File: config.mk
export PLATFORM = sky130hd
export DESIGN_NAME = sensor_frame_deframer_flat
export DESIGN_NICKNAME = d
export VERILOG_FILES = /design/src/design/sfd_pkg.sv /design/src/design/sfd_byte_if.sv /design/src/design/sfd_result_if.sv /design/src/design/sfd_front.sv /design/src/design/sfd_queue.sv /design/src/design/sfd_back.sv /design/src/design/sensor_frame_deframer.sv /design/src/flat_wrapper.sv
export VERILOG_INCLUDE_DIRS = /design/src /design/src/design
export SDC_FILE = /design/constraint.sdc
export NUM_CORES = 1
export LEC_CHECK = 0
export BUFFER_PORTS_ARGS = -buffer_cell sky130_fd_sc_hd__buf_2
export CAP_MARGIN = 20
export CORE_ASPECT_RATIO = 2
export CORE_MARGIN = 10
export CORE_UTILIZATION = 57
export DETAILED_ROUTE_END_ITERATION = 10
export PLACE_DENSITY = 0.75
export SLEW_MARGIN = 10
export SYNTH_ARGS = -nofsm -noshare
export SYNTH_HDL_FRONTEND = slang
export SYNTH_SLANG_ARGS = --single-unit
File: constraint.sdc
create_clock -name clk -period 12.9 [get_ports clk]
set_input_delay 0.645 -clock clk [delete_from_list [all_inputs] [get_ports clk]]
set_output_delay 0.645 -clock clk [all_outputs]
set_load 0.05 [all_outputs]
File: src/design/sensor_frame_deframer_macros.svh
// ----------------------------------------------------------------------------
// Assertion macros for the sensor frame deframer.
// The macros expect signals named clk and rst_n in the enclosing module.
// ----------------------------------------------------------------------------
`ifndef SENSOR_FRAME_DEFRAMER_MACROS_SVH
`define SENSOR_FRAME_DEFRAMER_MACROS_SVH

// The consequent must hold in the same cycle as the antecedent.
`define SFD_ASSERT_IMP(label, ante, cons, msg) \
    label: assert property (@(posedge clk) disable iff (!rst_n) (ante) |-> (cons)) \
        else $error(msg);

// The consequent must hold in the cycle after the antecedent.
`define SFD_ASSERT_NXT(label, ante, cons, msg) \
    label: assert property (@(posedge clk) disable iff (!rst_n) (ante) |=> (cons)) \
        else $error(msg);

`endif

File: src/design/sfd_pkg.sv
`timescale 1ns / 1ps
// ----------------------------------------------------------------------------
// sfd_pkg
// Types and constants shared by the sensor frame deframer modules.
// ----------------------------------------------------------------------------
package sfd_pkg;

    localparam int MAX_FRAME_BYTES = 64;
    localparam int POS_W           = $clog2(MAX_FRAME_BYTES + 1);

    localparam int BYTE_W      = 8;
    localparam int WORD_W      = 16;
    localparam int STATUS_W    = 3;
    localparam int FRAME_LEN_W = 7;

    localparam logic [BYTE_W-1:0] HDR_FIRST  = 8'h7E;
    localparam logic [BYTE_W-1:0] HDR_SECOND = 8'h23;
    localparam int                RAW_LEN    = 23;
    localparam int                EULER_LEN  = 17;
    localparam int                MIN_LEN    = 5;

    // Bytes kept from a frame: the function byte and the word payload.
    localparam int STORE_LO      = 3;
    localparam int PAYLOAD_BYTES = 18;
    localparam int STORE_N       = PAYLOAD_BYTES + 1;
    localparam int NUM_WORDS     = 9;
    localparam int EULER_WORDS   = 6;

    localparam int CFG_INDEX_W = 1;
    localparam int CFG_DATA_W  = 8;
    localparam logic [CFG_INDEX_W-1:0] CFG_RAW_CODE   = 1'b0;
    localparam logic [CFG_INDEX_W-1:0] CFG_EULER_CODE = 1'b1;

    localparam int QUEUE_DEPTH = 2;
    localparam int QPTR_W      = $clog2(QUEUE_DEPTH);
    localparam int QCNT_W      = $clog2(QUEUE_DEPTH + 1);

    typedef enum logic [STATUS_W-1:0] {
        ST_RAW      = 3'd0,
        ST_EULER    = 3'd1,
        ST_OTHER    = 3'd2,
        ST_CSUM_ERR = 3'd3,
        ST_LEN_ERR  = 3'd4
    } status_t;

    typedef struct packed {
        status_t                                status;
        logic [BYTE_W-1:0]                      func;
        logic [FRAME_LEN_W-1:0]                 len;
        logic [PAYLOAD_BYTES-1:0][BYTE_W-1:0]   payload;
    } event_t;

endpackage

File: src/design/sfd_byte_if.sv
`timescale 1ns / 1ps
// ----------------------------------------------------------------------------
// sfd_byte_if
// Received byte channel with valid/ready handshake.
// ----------------------------------------------------------------------------
interface sfd_byte_if;
    logic                       valid;
    logic                       ready;
    logic [sfd_pkg::BYTE_W-1:0] rx_byte;

    modport source (output valid, output rx_byte, input ready);
    modport sink   (input valid, input rx_byte, output ready);
endinterface

File: src/design/sfd_result_if.sv
`timescale 1ns / 1ps
// ----------------------------------------------------------------------------
// sfd_result_if
// Frame result channel with valid/ready handshake.
// ----------------------------------------------------------------------------
interface sfd_result_if;
    logic                              valid;
    logic                              ready;
    logic [sfd_pkg::STATUS_W-1:0]      status;
    logic [sfd_pkg::BYTE_W-1:0]        function_code;
    logic [sfd_pkg::FRAME_LEN_W-1:0]   frame_length;
    logic signed [sfd_pkg::WORD_W-1:0] word0;
    logic signed [sfd_pkg::WORD_W-1:0] word1;
    logic signed [sfd_pkg::WORD_W-1:0] word2;
    logic signed [sfd_pkg::WORD_W-1:0] word3;
    logic signed [sfd_pkg::WORD_W-1:0] word4;
    logic signed [sfd_pkg::WORD_W-1:0] word5;
    logic signed [sfd_pkg::WORD_W-1:0] word6;
    logic signed [sfd_pkg::WORD_W-1:0] word7;
    logic signed [sfd_pkg::WORD_W-1:0] word8;

    modport source (
        output valid, output status, output function_code, output frame_length,
        output word0, output word1, output word2, output word3, output word4,
        output word5, output word6, output word7, output word8,
        input ready
    );
    modport sink (
        input valid, input status, input function_code, input frame_length,
        input word0, input word1, input word2, input word3, input word4,
        input word5, input word6, input word7, input word8,
        output ready
    );
endinterface

File: src/design/sfd_front.sv
`timescale 1ns / 1ps
// ----------------------------------------------------------------------------
// sfd_front
// Byte parser: header hunt, length check, running sum and frame classification.
// ----------------------------------------------------------------------------
module sfd_front (
    input  logic                              clk,
    input  logic                              rst_n,
    sfd_byte_if.sink                          rx,
    input  logic                              wr_en,
    input  logic [sfd_pkg::CFG_INDEX_W-1:0]   wr_index,
    input  logic [sfd_pkg::CFG_DATA_W-1:0]    wr_data,
    output logic                              ev_valid,
    output sfd_pkg::event_t                   ev,
    input  logic                              ev_ready
);
    import sfd_pkg::*;

    logic [POS_W-1:0]  pos_reg, pos_next;
    logic [POS_W-1:0]  explen_reg, explen_next;
    logic [BYTE_W-1:0] sum_reg, sum_next;
    logic [BYTE_W-1:0] raw_code_reg, euler_code_reg;
    logic [BYTE_W-1:0] store_reg [STORE_N];

    logic              take;
    logic              store_we;
    logic [BYTE_W-1:0] b;
    logic [POS_W-1:0]  pos_inc;

    // A byte is taken only when the queue has room for a possible result.
    assign rx.ready = ev_ready;
    assign take     = rx.valid && rx.ready;
    assign b        = rx.rx_byte;
    assign pos_inc  = pos_reg + POS_W'(1);

    always_comb
    begin
        pos_next    = pos_reg;
        explen_next = explen_reg;
        sum_next    = sum_reg;
        store_we    = 1'b0;
        ev_valid    = 1'b0;
        ev.status   = ST_LEN_ERR;
        ev.func     = '0;
        ev.len      = '0;
        for (int i = 0; i < PAYLOAD_BYTES; i++)
        begin
            ev.payload[i] = store_reg[i + 1];
        end

        if (take)
        begin
            case (pos_reg)
                POS_W'(0):
                begin
                    if (b == HDR_FIRST)
                    begin
                        sum_next = b;
                        pos_next = POS_W'(1);
                    end
                end
                POS_W'(1):
                begin
                    if (b == HDR_SECOND)
                    begin
                        sum_next = sum_reg + b;
                        pos_next = POS_W'(2);
                    end
                    else if (b == HDR_FIRST)
                    begin
                        sum_next = b;
                        pos_next = POS_W'(1);
                    end
                    else
                    begin
                        pos_next    = '0;
                        explen_next = '0;
                        sum_next    = '0;
                    end
                end
                POS_W'(2):
                begin
                    if (b < BYTE_W'(MIN_LEN) || b > BYTE_W'(MAX_FRAME_BYTES))
                    begin
                        pos_next    = '0;
                        explen_next = '0;
                        sum_next    = '0;
                        ev_valid    = 1'b1;
                    end
                    else
                    begin
                        explen_next = POS_W'(b);
                        sum_next    = sum_reg + b;
                        pos_next    = POS_W'(3);
                    end
                end
                default:
                begin
                    if (pos_reg >= POS_W'(MAX_FRAME_BYTES))
                    begin
                        // Overflow guard: reported like a bad length.
                        pos_next    = '0;
                        explen_next = '0;
                        sum_next    = '0;
                        ev_valid    = 1'b1;
                    end
                    else
                    begin
                        store_we = 1'b1;
                        pos_next = pos_inc;
                        if (pos_inc != explen_reg)
                        begin
                            sum_next = sum_reg + b;
                        end
                        else
                        begin
                            // Last byte of the frame: it carries the checksum.
                            pos_next    = '0;
                            explen_next = '0;
                            sum_next    = '0;
                            ev_valid    = 1'b1;
                            ev.len      = FRAME_LEN_W'(explen_reg);
                            if (sum_reg != b)
                            begin
                                ev.status = ST_CSUM_ERR;
                            end
                            else
                            begin
                                ev.func = store_reg[0];
                                if (store_reg[0] == raw_code_reg &&
                                    explen_reg == POS_W'(RAW_LEN))
                                begin
                                    ev.status = ST_RAW;
                                end
                                else if (store_reg[0] == euler_code_reg &&
                                         explen_reg == POS_W'(EULER_LEN))
                                begin
                                    ev.status = ST_EULER;
                                end
                                else
                                begin
                                    ev.status = ST_OTHER;
                                end
                            end
                        end
                    end
                end
            endcase
        end
    end

    always_ff @(posedge clk or negedge rst_n)
    begin
        if (!rst_n)
        begin
            pos_reg        <= '0;
            explen_reg     <= '0;
            sum_reg        <= '0;
            raw_code_reg   <= 8'd1;
            euler_code_reg <= 8'd2;
        end
        else
        begin
            pos_reg    <= pos_next;
            explen_reg <= explen_next;
            sum_reg    <= sum_next;
            if (wr_en && wr_index == CFG_RAW_CODE)
            begin
                raw_code_reg <= wr_data;
            end
            if (wr_en && wr_index == CFG_EULER_CODE)
            begin
                euler_code_reg <= wr_data;
            end
        end
    end

    // Only the function byte and the word payload are ever read back.
    always_ff @(posedge clk)
    begin
        for (int i = 0; i < STORE_N; i++)
        begin
            if (store_we && pos_reg == POS_W'(STORE_LO + i))
            begin
                store_reg[i] <= b;
            end
        end
    end

endmodule

File: src/design/sfd_queue.sv
`timescale 1ns / 1ps
// ----------------------------------------------------------------------------
// sfd_queue
// Short FIFO of classified frame events between the parser and the output.
// ----------------------------------------------------------------------------
`include "sensor_frame_deframer_macros.svh"

module sfd_queue (
    input  logic            clk,
    input  logic            rst_n,
    input  logic            push_valid,
    input  sfd_pkg::event_t push_data,
    output logic            push_ready,
    output logic            pop_valid,
    output sfd_pkg::event_t pop_data,
    input  logic            pop_ready
);
    import sfd_pkg::*;

    event_t            entry_reg [QUEUE_DEPTH];
    logic [QPTR_W-1:0] wr_ptr_reg, rd_ptr_reg;
    logic [QCNT_W-1:0] count_reg, count_next;
    logic              push, pop;

    assign push_ready = count_reg != QCNT_W'(QUEUE_DEPTH);
    assign pop_valid  = count_reg != '0;
    assign pop_data   = entry_reg[rd_ptr_reg];
    assign push       = push_valid && push_ready;
    assign pop        = pop_valid && pop_ready;

    always_comb
    begin
        count_next = count_reg;
        if (push && !pop)
        begin
            count_next = count_reg + QCNT_W'(1);
        end
        else if (pop && !push)
        begin
            count_next = count_reg - QCNT_W'(1);
        end
    end

    always_ff @(posedge clk or negedge rst_n)
    begin
        if (!rst_n)
        begin
            wr_ptr_reg <= '0;
            rd_ptr_reg <= '0;
            count_reg  <= '0;
        end
        else
        begin
            count_reg <= count_next;
            if (push)
            begin
                wr_ptr_reg <= (wr_ptr_reg == QPTR_W'(QUEUE_DEPTH - 1)) ? '0
                                                                      : wr_ptr_reg + QPTR_W'(1);
            end
            if (pop)
            begin
                rd_ptr_reg <= (rd_ptr_reg == QPTR_W'(QUEUE_DEPTH - 1)) ? '0
                                                                      : rd_ptr_reg + QPTR_W'(1);
            end
        end
    end

    always_ff @(posedge clk)
    begin
        if (push)
        begin
            entry_reg[wr_ptr_reg] <= push_data;
        end
    end

    `SFD_ASSERT_IMP(a_count_bound, 1'b1, count_reg <= QCNT_W'(QUEUE_DEPTH), "queue over depth")
    `SFD_ASSERT_NXT(a_push_grows, push && !pop, count_reg == $past(count_reg) + QCNT_W'(1), "push lost")
    `SFD_ASSERT_NXT(a_pop_shrinks, pop && !push, count_reg == $past(count_reg) - QCNT_W'(1), "pop lost")

endmodule

File: src/design/sfd_back.sv
`timescale 1ns / 1ps
// ----------------------------------------------------------------------------
// sfd_back
// Output stage: unpacks frame words by status and holds the result register.
// ----------------------------------------------------------------------------
module sfd_back (
    input  logic            clk,
    input  logic            rst_n,
    input  logic            ev_valid,
    input  sfd_pkg::event_t ev,
    output logic            ev_ready,
    sfd_result_if.source    res
);
    import sfd_pkg::*;

    logic                           valid_reg;
    logic [STATUS_W-1:0]            status_reg;
    logic [BYTE_W-1:0]              func_reg;
    logic [FRAME_LEN_W-1:0]         len_reg;
    logic signed [WORD_W-1:0]       word_reg [NUM_WORDS];
    logic signed [WORD_W-1:0]       word_next [NUM_WORDS];
    logic                           load;

    assign ev_ready = !valid_reg || res.ready;
    assign load     = ev_valid && ev_ready;

    // Words are little-endian byte pairs; an Euler frame fills the first six.
    always_comb
    begin
        for (int k = 0; k < NUM_WORDS; k++)
        begin
            if (ev.status == ST_RAW || (ev.status == ST_EULER && k < EULER_WORDS))
            begin
                word_next[k] = {ev.payload[2 * k + 1], ev.payload[2 * k]};
            end
            else
            begin
                word_next[k] = '0;
            end
        end
    end

    always_ff @(posedge clk or negedge rst_n)
    begin
        if (!rst_n)
        begin
            valid_reg <= 1'b0;
        end
        else if (load)
        begin
            valid_reg <= 1'b1;
        end
        else if (res.ready)
        begin
            valid_reg <= 1'b0;
        end
    end

    always_ff @(posedge clk)
    begin
        if (load)
        begin
            status_reg <= ev.status;
            func_reg   <= ev.func;
            len_reg    <= ev.len;
            for (int k = 0; k < NUM_WORDS; k++)
            begin
                word_reg[k] <= word_next[k];
            end
        end
    end

    assign res.valid         = valid_reg;
    assign res.status        = status_reg;
    assign res.function_code = func_reg;
    assign res.frame_length  = len_reg;
    assign res.word0         = word_reg[0];
    assign res.word1         = word_reg[1];
    assign res.word2         = word_reg[2];
    assign res.word3         = word_reg[3];
    assign res.word4         = word_reg[4];
    assign res.word5         = word_reg[5];
    assign res.word6         = word_reg[6];
    assign res.word7         = word_reg[7];
    assign res.word8         = word_reg[8];

endmodule

File: src/design/sensor_frame_deframer.sv
`timescale 1ns / 1ps
// ----------------------------------------------------------------------------
// sensor_frame_deframer
// Byte-serial frame receiver with header hunt, length and checksum checks.
// ----------------------------------------------------------------------------
// Bytes enter on the rx channel, one transfer per byte. Frames have the form
// 0x7E 0x23 LEN FUNC payload SUM, where SUM is the 8-bit sum of all bytes
// before it. Each finished frame, bad checksum or bad length byte produces one
// transfer on the res channel; all other bytes produce nothing.
// The rx channel takes one byte every cycle while rx.ready is high. The parser
// pushes results into a two-entry queue that feeds the output register behind
// res; rx.ready drops only when that queue is full, which happens only while
// the receiver of res holds ready low. Stalls never drop results. The function
// codes for raw and Euler frames are written through wr_en, wr_index and
// wr_data (index 0 raw, index 1 Euler); the user must write them only while
// the block is idle, which the block itself does not enforce. Reset returns
// the parser to header hunting, empties the queue, clears the output valid
// and sets the function codes to 1 and 2.
// ----------------------------------------------------------------------------
module sensor_frame_deframer (
    input  logic                            clk,
    input  logic                            rst_n,
    sfd_byte_if.sink                        rx,
    sfd_result_if.source                    res,
    input  logic                            wr_en,
    input  logic [sfd_pkg::CFG_INDEX_W-1:0] wr_index,
    input  logic [sfd_pkg::CFG_DATA_W-1:0]  wr_data
);
    import sfd_pkg::*;

    logic   front_valid, front_ready;
    event_t front_ev;
    logic   back_valid, back_ready;
    event_t back_ev;

    sfd_front u_front (
        .clk      (clk),
        .rst_n    (rst_n),
        .rx       (rx),
        .wr_en    (wr_en),
        .wr_index (wr_index),
        .wr_data  (wr_data),
        .ev_valid (front_valid),
        .ev       (front_ev),
        .ev_ready (front_ready)
    );

    sfd_queue u_queue (
        .clk        (clk),
        .rst_n      (rst_n),
        .push_valid (front_valid),
        .push_data  (front_ev),
        .push_ready (front_ready),
        .pop_valid  (back_valid),
        .pop_data   (back_ev),
        .pop_ready  (back_ready)
    );

    sfd_back u_back (
        .clk      (clk),
        .rst_n    (rst_n),
        .ev_valid (back_valid),
        .ev       (back_ev),
        .ev_ready (back_ready),
        .res      (res)
    );

endmodule
File: src/flat_wrapper.sv
// flat-port wrapper written by rule: the top's interface ports become plain ports
module sensor_frame_deframer_flat import sfd_pkg::*;
  (clk, rst_n, wr_en, wr_index, wr_data, rx_valid, rx_rx_byte, rx_ready, res_valid, res_status, res_function_code, res_frame_length, res_word0, res_word1, res_word2, res_word3, res_word4, res_word5, res_word6, res_word7, res_word8, res_ready);
  sfd_byte_if rx_i ();
  sfd_result_if res_i ();
  input  logic clk;
  input  logic rst_n;
  input  logic wr_en;
  input  logic [sfd_pkg::CFG_INDEX_W-1:0] wr_index;
  input  logic [sfd_pkg::CFG_DATA_W-1:0] wr_data;
  input wire logic [$bits(rx_i.valid)-1:0] rx_valid;
  input wire logic [$bits(rx_i.rx_byte)-1:0] rx_rx_byte;
  output wire logic [$bits(rx_i.ready)-1:0] rx_ready;
  output wire logic [$bits(res_i.valid)-1:0] res_valid;
  output wire logic [$bits(res_i.status)-1:0] res_status;
  output wire logic [$bits(res_i.function_code)-1:0] res_function_code;
  output wire logic [$bits(res_i.frame_length)-1:0] res_frame_length;
  output wire logic [$bits(res_i.word0)-1:0] res_word0;
  output wire logic [$bits(res_i.word1)-1:0] res_word1;
  output wire logic [$bits(res_i.word2)-1:0] res_word2;
  output wire logic [$bits(res_i.word3)-1:0] res_word3;
  output wire logic [$bits(res_i.word4)-1:0] res_word4;
  output wire logic [$bits(res_i.word5)-1:0] res_word5;
  output wire logic [$bits(res_i.word6)-1:0] res_word6;
  output wire logic [$bits(res_i.word7)-1:0] res_word7;
  output wire logic [$bits(res_i.word8)-1:0] res_word8;
  input wire logic [$bits(res_i.ready)-1:0] res_ready;
  assign rx_i.valid = rx_valid;
  assign rx_i.rx_byte = rx_rx_byte;
  assign rx_ready = rx_i.ready;
  assign res_valid = res_i.valid;
  assign res_status = res_i.status;
  assign res_function_code = res_i.function_code;
  assign res_frame_length = res_i.frame_length;
  assign res_word0 = res_i.word0;
  assign res_word1 = res_i.word1;
  assign res_word2 = res_i.word2;
  assign res_word3 = res_i.word3;
  assign res_word4 = res_i.word4;
  assign res_word5 = res_i.word5;
  assign res_word6 = res_i.word6;
  assign res_word7 = res_i.word7;
  assign res_word8 = res_i.word8;
  assign res_i.ready = res_ready;
  sensor_frame_deframer u_core (.clk(clk), .rst_n(rst_n), .rx(rx_i), .res(res_i), .wr_en(wr_en), .wr_index(wr_index), .wr_data(wr_data));
endmodule
== Yosys cells after proc, flatten, opt, wreduce, memory -nomap -nowiden ==
Memory sizes are Yosys's and may differ from the RTL's.
Cells that the tools add are included.
Cells by class
  equality and inequality tests: 35
  bitwise operators: 2
  shift operators: 0
  add/sub/neg operators: 6
  multipliers: 0
  order comparisons: 3
  reduce and logical (&&, ||, !) cells: 61
  muxes and demuxes: 147
  div/mod/pow operators: 0
Operator list (number)
  8-bit two-way mux: 25
  16-bit two-way mux: 9
  8-bit OR reduction: 18
  5-bit two-way mux: 18
  1-bit two-way mux: 72
  18-bit two-way mux: 4
  7-bit by 4-bit == test with 1-bit output (second input constant): 8
  7-bit by 5-bit == test with 1-bit output (second input constant): 8
  7-bit two-way mux: 8
  7-bit one-hot mux with 3 select lines: 2
  7-bit by 3-bit == test with 1-bit output (second input constant): 4
  1-bit logical AND: 28
  8-bit one-hot mux with 3 select lines: 1
  8-bit == test: 2
  7-bit by 2-bit == test with 1-bit output (second input constant): 2
  2-bit two-way mux: 5
  8-bit adder: 1
  8-bit by 6-bit == test with 1-bit output (second input constant): 1
  8-bit by 7-bit == test with 1-bit output (second input constant): 1
  8-bit by 7-bit greater-than comparator with 1-bit output (second input constant): 1
  8-bit by 3-bit < comparator with 1-bit output (second input constant): 1
  2-bit != test (second input constant): 4
  8-bit != test: 1
  7-bit by 1-bit adder with 7-bit output (second input constant): 1
  20 further kinds: 29
Word-level totals
  bits of input ports: 22
  word-level logic and storage cells: 269
  output and inout bits: 164
  memories: 3
  bits in read-only memories: 0
  memory bits (writable): 620
  latch bits: 0
  register bits: 61
Memories
  u_core.u_queue.entry_reg: words 2, width 162, read ports 1, clocked after Yosys merged registers in 0, wr ports 1, RTL line sfd_queue.sv:20  | event_t entry_reg [QUEUE_DEPTH];
  u_core.u_front.store_reg: words 19, width 8, read ports 19, clocked after Yosys merged registers in 0, wr ports 1, RTL line sfd_front.sv:23  | logic [BYTE_W-1:0] store_reg [STORE_N];
  u_core.u_back.word_reg: words 9, width 16, read ports 9, clocked after Yosys merged registers in 0, wr ports 9, RTL line sfd_back.sv:20  | logic signed [WORD_W-1:0] word_reg [NUM_WORDS];

== Depth between registers and ports, before layout ==
  depth in word-level cells: 26
  gate-level depth with buffers: 11
  mapped depth without buffers: 11

== Cells and area by module ==
From an unflattened synthesis, not the netlist that was laid out.
Unflattened totals
  cells, all modules: 1315
  area total of the unflattened synthesis: 25450.7 um2
By module, submodules not included
  sfd_queue: area an instance 12156.7 um2, times used 1, seq. area each 9829.4 um2, cells each 522
  sfd_front: area an instance 7377.1 um2, times used 1, seq. area each 5517.8 um2, cells each 466
  sfd_back: area an instance 5916.9 um2, times used 1, seq. area each 4889.7 um2, cells each 327

== Worst setup path after synthesis ==
OpenSTA, ideal clock, no wires.
  kind: register to register
  start: reg u_core.u_front.pos_reg[0]
  end: mem u_core.u_queue.entry_reg[0][0] (netlist bit) (enable)
  period minus slack after synthesis: 9483 ps
  stages on the path, launching flop included: 9
  required time: 12195 ps
  setup slack: 3417 ps
  buffers on the path: 0
  setup time: 705 ps
  arrival: 8777 ps
  path through: dfrtp_1 > inv_1 > ha_1 > xor2_1 > nor2_1 > o211a_1 > a31oi_1 > o22ai_1 > nor2b_1
On the way
  longest elaborated chain between the ends: 9
  elaborated cells on any way between the ends: 14
  those cells by class: add/sub: 1; order compare: 1; eq/ne: 3; mux: 6; reduce/logical: 3
Ends and longest elaborated chain
  from (decl): RTL line sfd_front.sv:19  | logic [POS_W-1:0] pos_reg, pos_next;
  from (signal assigned): RTL line sfd_front.sv:164  | pos_reg <= pos_next;
  7-bit by 1-bit adder with 7-bit output: RTL line sfd_front.sv:34  | assign pos_inc = pos_reg + POS_W'(1);
  7-bit != test: RTL line sfd_front.sv:111  | if (pos_inc != explen_reg)
  1-bit two-way mux: RTL line sfd_front.sv:111
  1-bit two-way mux: RTL line sfd_front.sv:99  | if (pos_reg >= POS_W'(MAX_FRAME_BYTES))
  1-bit one-hot mux with 2 select lines (*): RTL line sfd_front.sv:53  | case (pos_reg)
  1-bit two-way mux (*): RTL line sfd_front.sv:51  | if (take)
  1-bit logical AND (*): RTL line sfd_queue.sv:28  | assign push = push_valid && push_ready;
  net u_core.u_queue.push: RTL line sfd_queue.sv:23  | logic push, pop;
  1-bit two-way mux (*): RTL line sfd_queue.sv:70  | if (push)
  1-bit two-way mux (not written as such) (*): RTL line sfd_queue.sv:72  | entry_reg[wr_ptr_reg] <= push_data;
  to (decl): RTL line sfd_queue.sv:20
The timed path passes the listed nets; every way through them passes the cells marked *.

== Final worst setup path ==
  start: reg u_core.u_front.pos_reg[0]
  end: mem u_core.u_queue.entry_reg[1][35] (netlist bit) (enable)
Same word-level chain as after synthesis.

==> flow_summary_export.csv <==
group,metric,value,unit
yosys,yosysWarnings,0,
run_status,status,"complete, no violations",
yosys,synth_area_leaders,"edfxtp_1 (78%), mux2i_1 (5.9%), dfrtp_1 (4.2%), nor2_1 (2.6%), mux2_2 (1.6%)",
yosys,synth.area.mux_share,7.48,%
yosys,yosysTopAreaCell,"edfxtp_1",
floorplanning,dieHeight,313,um
placed_design,hpwl,30100,um
global_routing,antenna_found_initial,0,
yosys,synth_compound_area_share,1.92,%
drt,drtIter0Drc,747,
clocking,cts_buffers,53,
worst_setup_path,cpMaxStageDelayCell,"buf_4",
global_routing,grt_overflow,0,
yosys,syn_area,24500,um^2
worst_setup_path,endpoint_kind,"flip-flop",
clocking,clkSlewWorstSetupHoldPaths,0.07,ns
global_routing,grt_usage,17.2,%
power,p_seq_share,47.2,%
timing,tightest_slew,1.07,ns
yosys,synth_cells,1304,
worst_setup_path,crit_chain,"ha_1, and3_1, and4_1, or2_2, a31oi_1, o22ai_1, and2_4, buf_4, buf_4",
worst_setup_path,path_common_cell,"buf_4",
drt,drt-total-wl,46300,um
placed_design,place.gp.congestion,0.814,
flow_run,drv_cap,0,
yosys,synthAdderAreaFrac,0.694,%
yosys,yosys.area_share.xor_xnor,1.29,%
worst_setup_path,startpoint_type,"flip-flop",
clocking,clockBufferDepth,3,
yosys,syn_nets,1339,
drt,wl_per_cell,22.0,um
floorplanning,core.rowCount,107,
clocking,cts_tree,"done",
floorplanning,die_w,167,um
worst_setup_path,arrival,4.84,ns
drt,vias,11500,
worst_setup_path,cp_max_fo,74,
power,power_density,222,nW/um^2
worst_setup_path,critPathKind,"reg -> reg",
timing,period_needed,4.65,ns
timing,slew_headroom,28.9,%
drt,drc,0,
yosys,synthSimpleGateAreaFrac,5.17,%
yosys,synth_edf_count,638,
yosys,ys.flop_type,"edfxtp_1",
power,power.leakage,0.0103,uW
power,switchingPower,2080,uW
floorplanning,initial_core_util,57.6,%
floorplanning,core-area,42600,um^2
yosys,synth_top_family_by_area,"multiplexers",
timing,drv_slew,0,
placed_design,io_buffer_count,185,
cells_and_area,syn_to_final_growth,13.7,%
yosys,syn_area_per_cell,18.8,um^2
floorplanning,dieArea,52200,um^2
clocking,clkSinkCount,681,
floorplanning,io-pin-count,186,
yosys,synthArstFlopShare,6.31,%
global_routing,grt_max_degree,111,
drt,dr.pass1.iters,4,
clocking,cts-root-buf,"clkbuf_16",
timing,fin_skew,0.0304,ns
timing,setup_viol_count_final,0,
power,irDropWorstVdd,0.133,mV
yosys,ys_seq_area_share,82.5,%
clocking,cts_setup_buffers,0,
yosys,ys_seq_elements,681,
timing,fin_tns_setup,0,ns
timing,fmax,215,MHz
timing,post-route-period-util,36.0,%
timing,hold_viol,0,
yosys,synth_cell_types,59,
worst_hold_path,hold_path_class,"in -> reg",
drt,route.antenna.remaining_nets,0,
worst_setup_path,max_stage_delay,0.87,ns
power,intPower,4110,uW
power,p_sw_share,33.6,%
power,clockPowerShare,26.4,%
global_routing,grt_first_pass_wirelength,70300,um
cells_and_area,antenna_cells,0,
clocking,htree_levels,2,
power,power_frac_comb,26.4,%
timing,timing.hold.ws,0.310,ns
clocking,post_cts_resized,0,
timing,rsz0062_at_grt,"no",
worst_setup_path,crit_required,13.10,ns
global_routing,grt_pass1_vias,12000,
drt,viasPerCell,5.48,
yosys,synth_top_cell_area_share,78.1,%
cells_and_area,drive_above_1_share,21.7,%
cells_and_area,finalNetCount,1552,
clocking,insertion_delay,0.60,ns
cells_and_area,largest_reg_flops,324,
cells in the mapped netlist (11+ instances only):
library cell / number
edfxtp_1: 638
nor2_1: 171
mux2i_1: 145
dfrtp_1: 41
mux2_2: 34
clkbuf_1: 30
nand2_1: 19
xnor2_1: 19
xor2_1: 17
and3_1: 15
a21oi_1: 13
ha_1: 12
and2_1: 11
inv_1: 11
nor3_1: 11
kinds of logic (layout without fill, tap and decap cells):
family	count (synthesis)	in the layout
fa+ha+maj	13	13
xor+xnor	36	36
mux	179	179
compound gates	65	65
buf+inv	56	314
flops	681	681
simple gates	274	274
cells in the final DEF, fill, tap and decap left out, types with 3 or more instances in the layout:
master,instances
nor2_1,171
clkinv_1,7
o211ai_1,4
clkbuf_16,53
nand2_1,19
clkinv_2,8
nor4_1,3
clkinvlp_4,3
dfrtp_1,40
and2_1,10
inv_6,5
nand2b_1,4
xor2_1,17
inv_1,10
a21oi_1,13
and4_1,3
mux2_2,34
a21o_1,4
clkbuf_1,14
bufinv_16,6
o221a_2,5
buf_2,186
buf_4,14
nor3_1,10
o21ai_0,10
edfxtp_1,638
a22o_1,7
nand4_1,3
or3_1,3
ha_1,12
and3_1,15
mux2i_1,145
o21bai_1,3
nand3_1,9
xnor2_1,19
worst max-delay path, delay by kind of cell, from the launching register on:
kind,cells,cell delay (ns)
DFF,1,0.46
buffers and inverters,2,1.55
adders and majority gates,1,0.44
AOI/OAI and AO/OA,2,0.54
and+or+nand+nor,4,1.16
per-layer routing:
layer | wire, um | vias up | global-route usage [%] | share of wire (%)
met4 | 1470 | 0 | 6.45 | 3.2
met1 | 17200 | 5768 | 19.3 | 37
li1 | - | 5381 | - | -
met3 | 2120 | 79 | 2.77 | 4.6
met2 | 25500 | 309 | 32.1 | 55
met5 | 0 | - | 0 | 0
layout make-up:
type	count	area, um^2
clock buffer	69	1410
clock inverter	31	344
fill	2886	14700
inverter	11	46.3
multi-input combinational	567	4080
sequential	681	20200
tap	545	682
timing repair buffer	203	1090
power groups by stage:
stage | logic (uW) | clock network (uW) | registers [uW]
3_3_place_gp | 1640 | 0 | 2960
3_5_place_dp | 1660 | 0 | 2970
4_1_cts | 1660 | 1660 | 2920
6_report | 1630 | 1630 | 2920
2_1_floorplan | 700 | 0 | 3540
5_1_grt | 1750 | 1740 | 2940
path summary, 6_finish.rpt:
check                                                    start                          endpoint  slack, ns  cells after the start
worst max-delay path                 u_core.u_front.pos_reg[0]   u_core.u_queue.entry_reg[1][35]       8.25                      9
worst min-delay path                                wr_data[3]  u_core.u_front.euler_code_reg[3]       0.31                      2
worst max register to register       u_core.u_front.pos_reg[0]   u_core.u_queue.entry_reg[1][35]       8.25                      9
worst min register to register  u_core.u_front.store_reg[1][1]    u_core.u_queue.entry_reg[0][1]       0.44                      0
max in group asynchronous                                rst_n         u_core.u_queue.rd_ptr_reg      11.94                      3
min in group asynchronous                                rst_n    u_core.u_front.raw_code_reg[3]       0.46                      2
metrics by stage:
step	area (um^2)	util, %	total power (uW)	instances	setup slack, ns
after detailed placement	26100	61.3	4630	2003	7.72
after floorplan	24500	-	4240	1304	3.42
after global placement	26100	61.3	4600	2003	7.83
final	27900	65.5	6190	2107	8.25
after CTS	27800	65.4	6250	2103	7.77
after global routing	27900	65.5	6430	2107	8.05
what timing repair did:
item	CTS	global route
endpoints found under the setup margin	0	0
hold buffers	0	1
hold endpoints to repair	0	7
(Power assumes the default switching activity.)
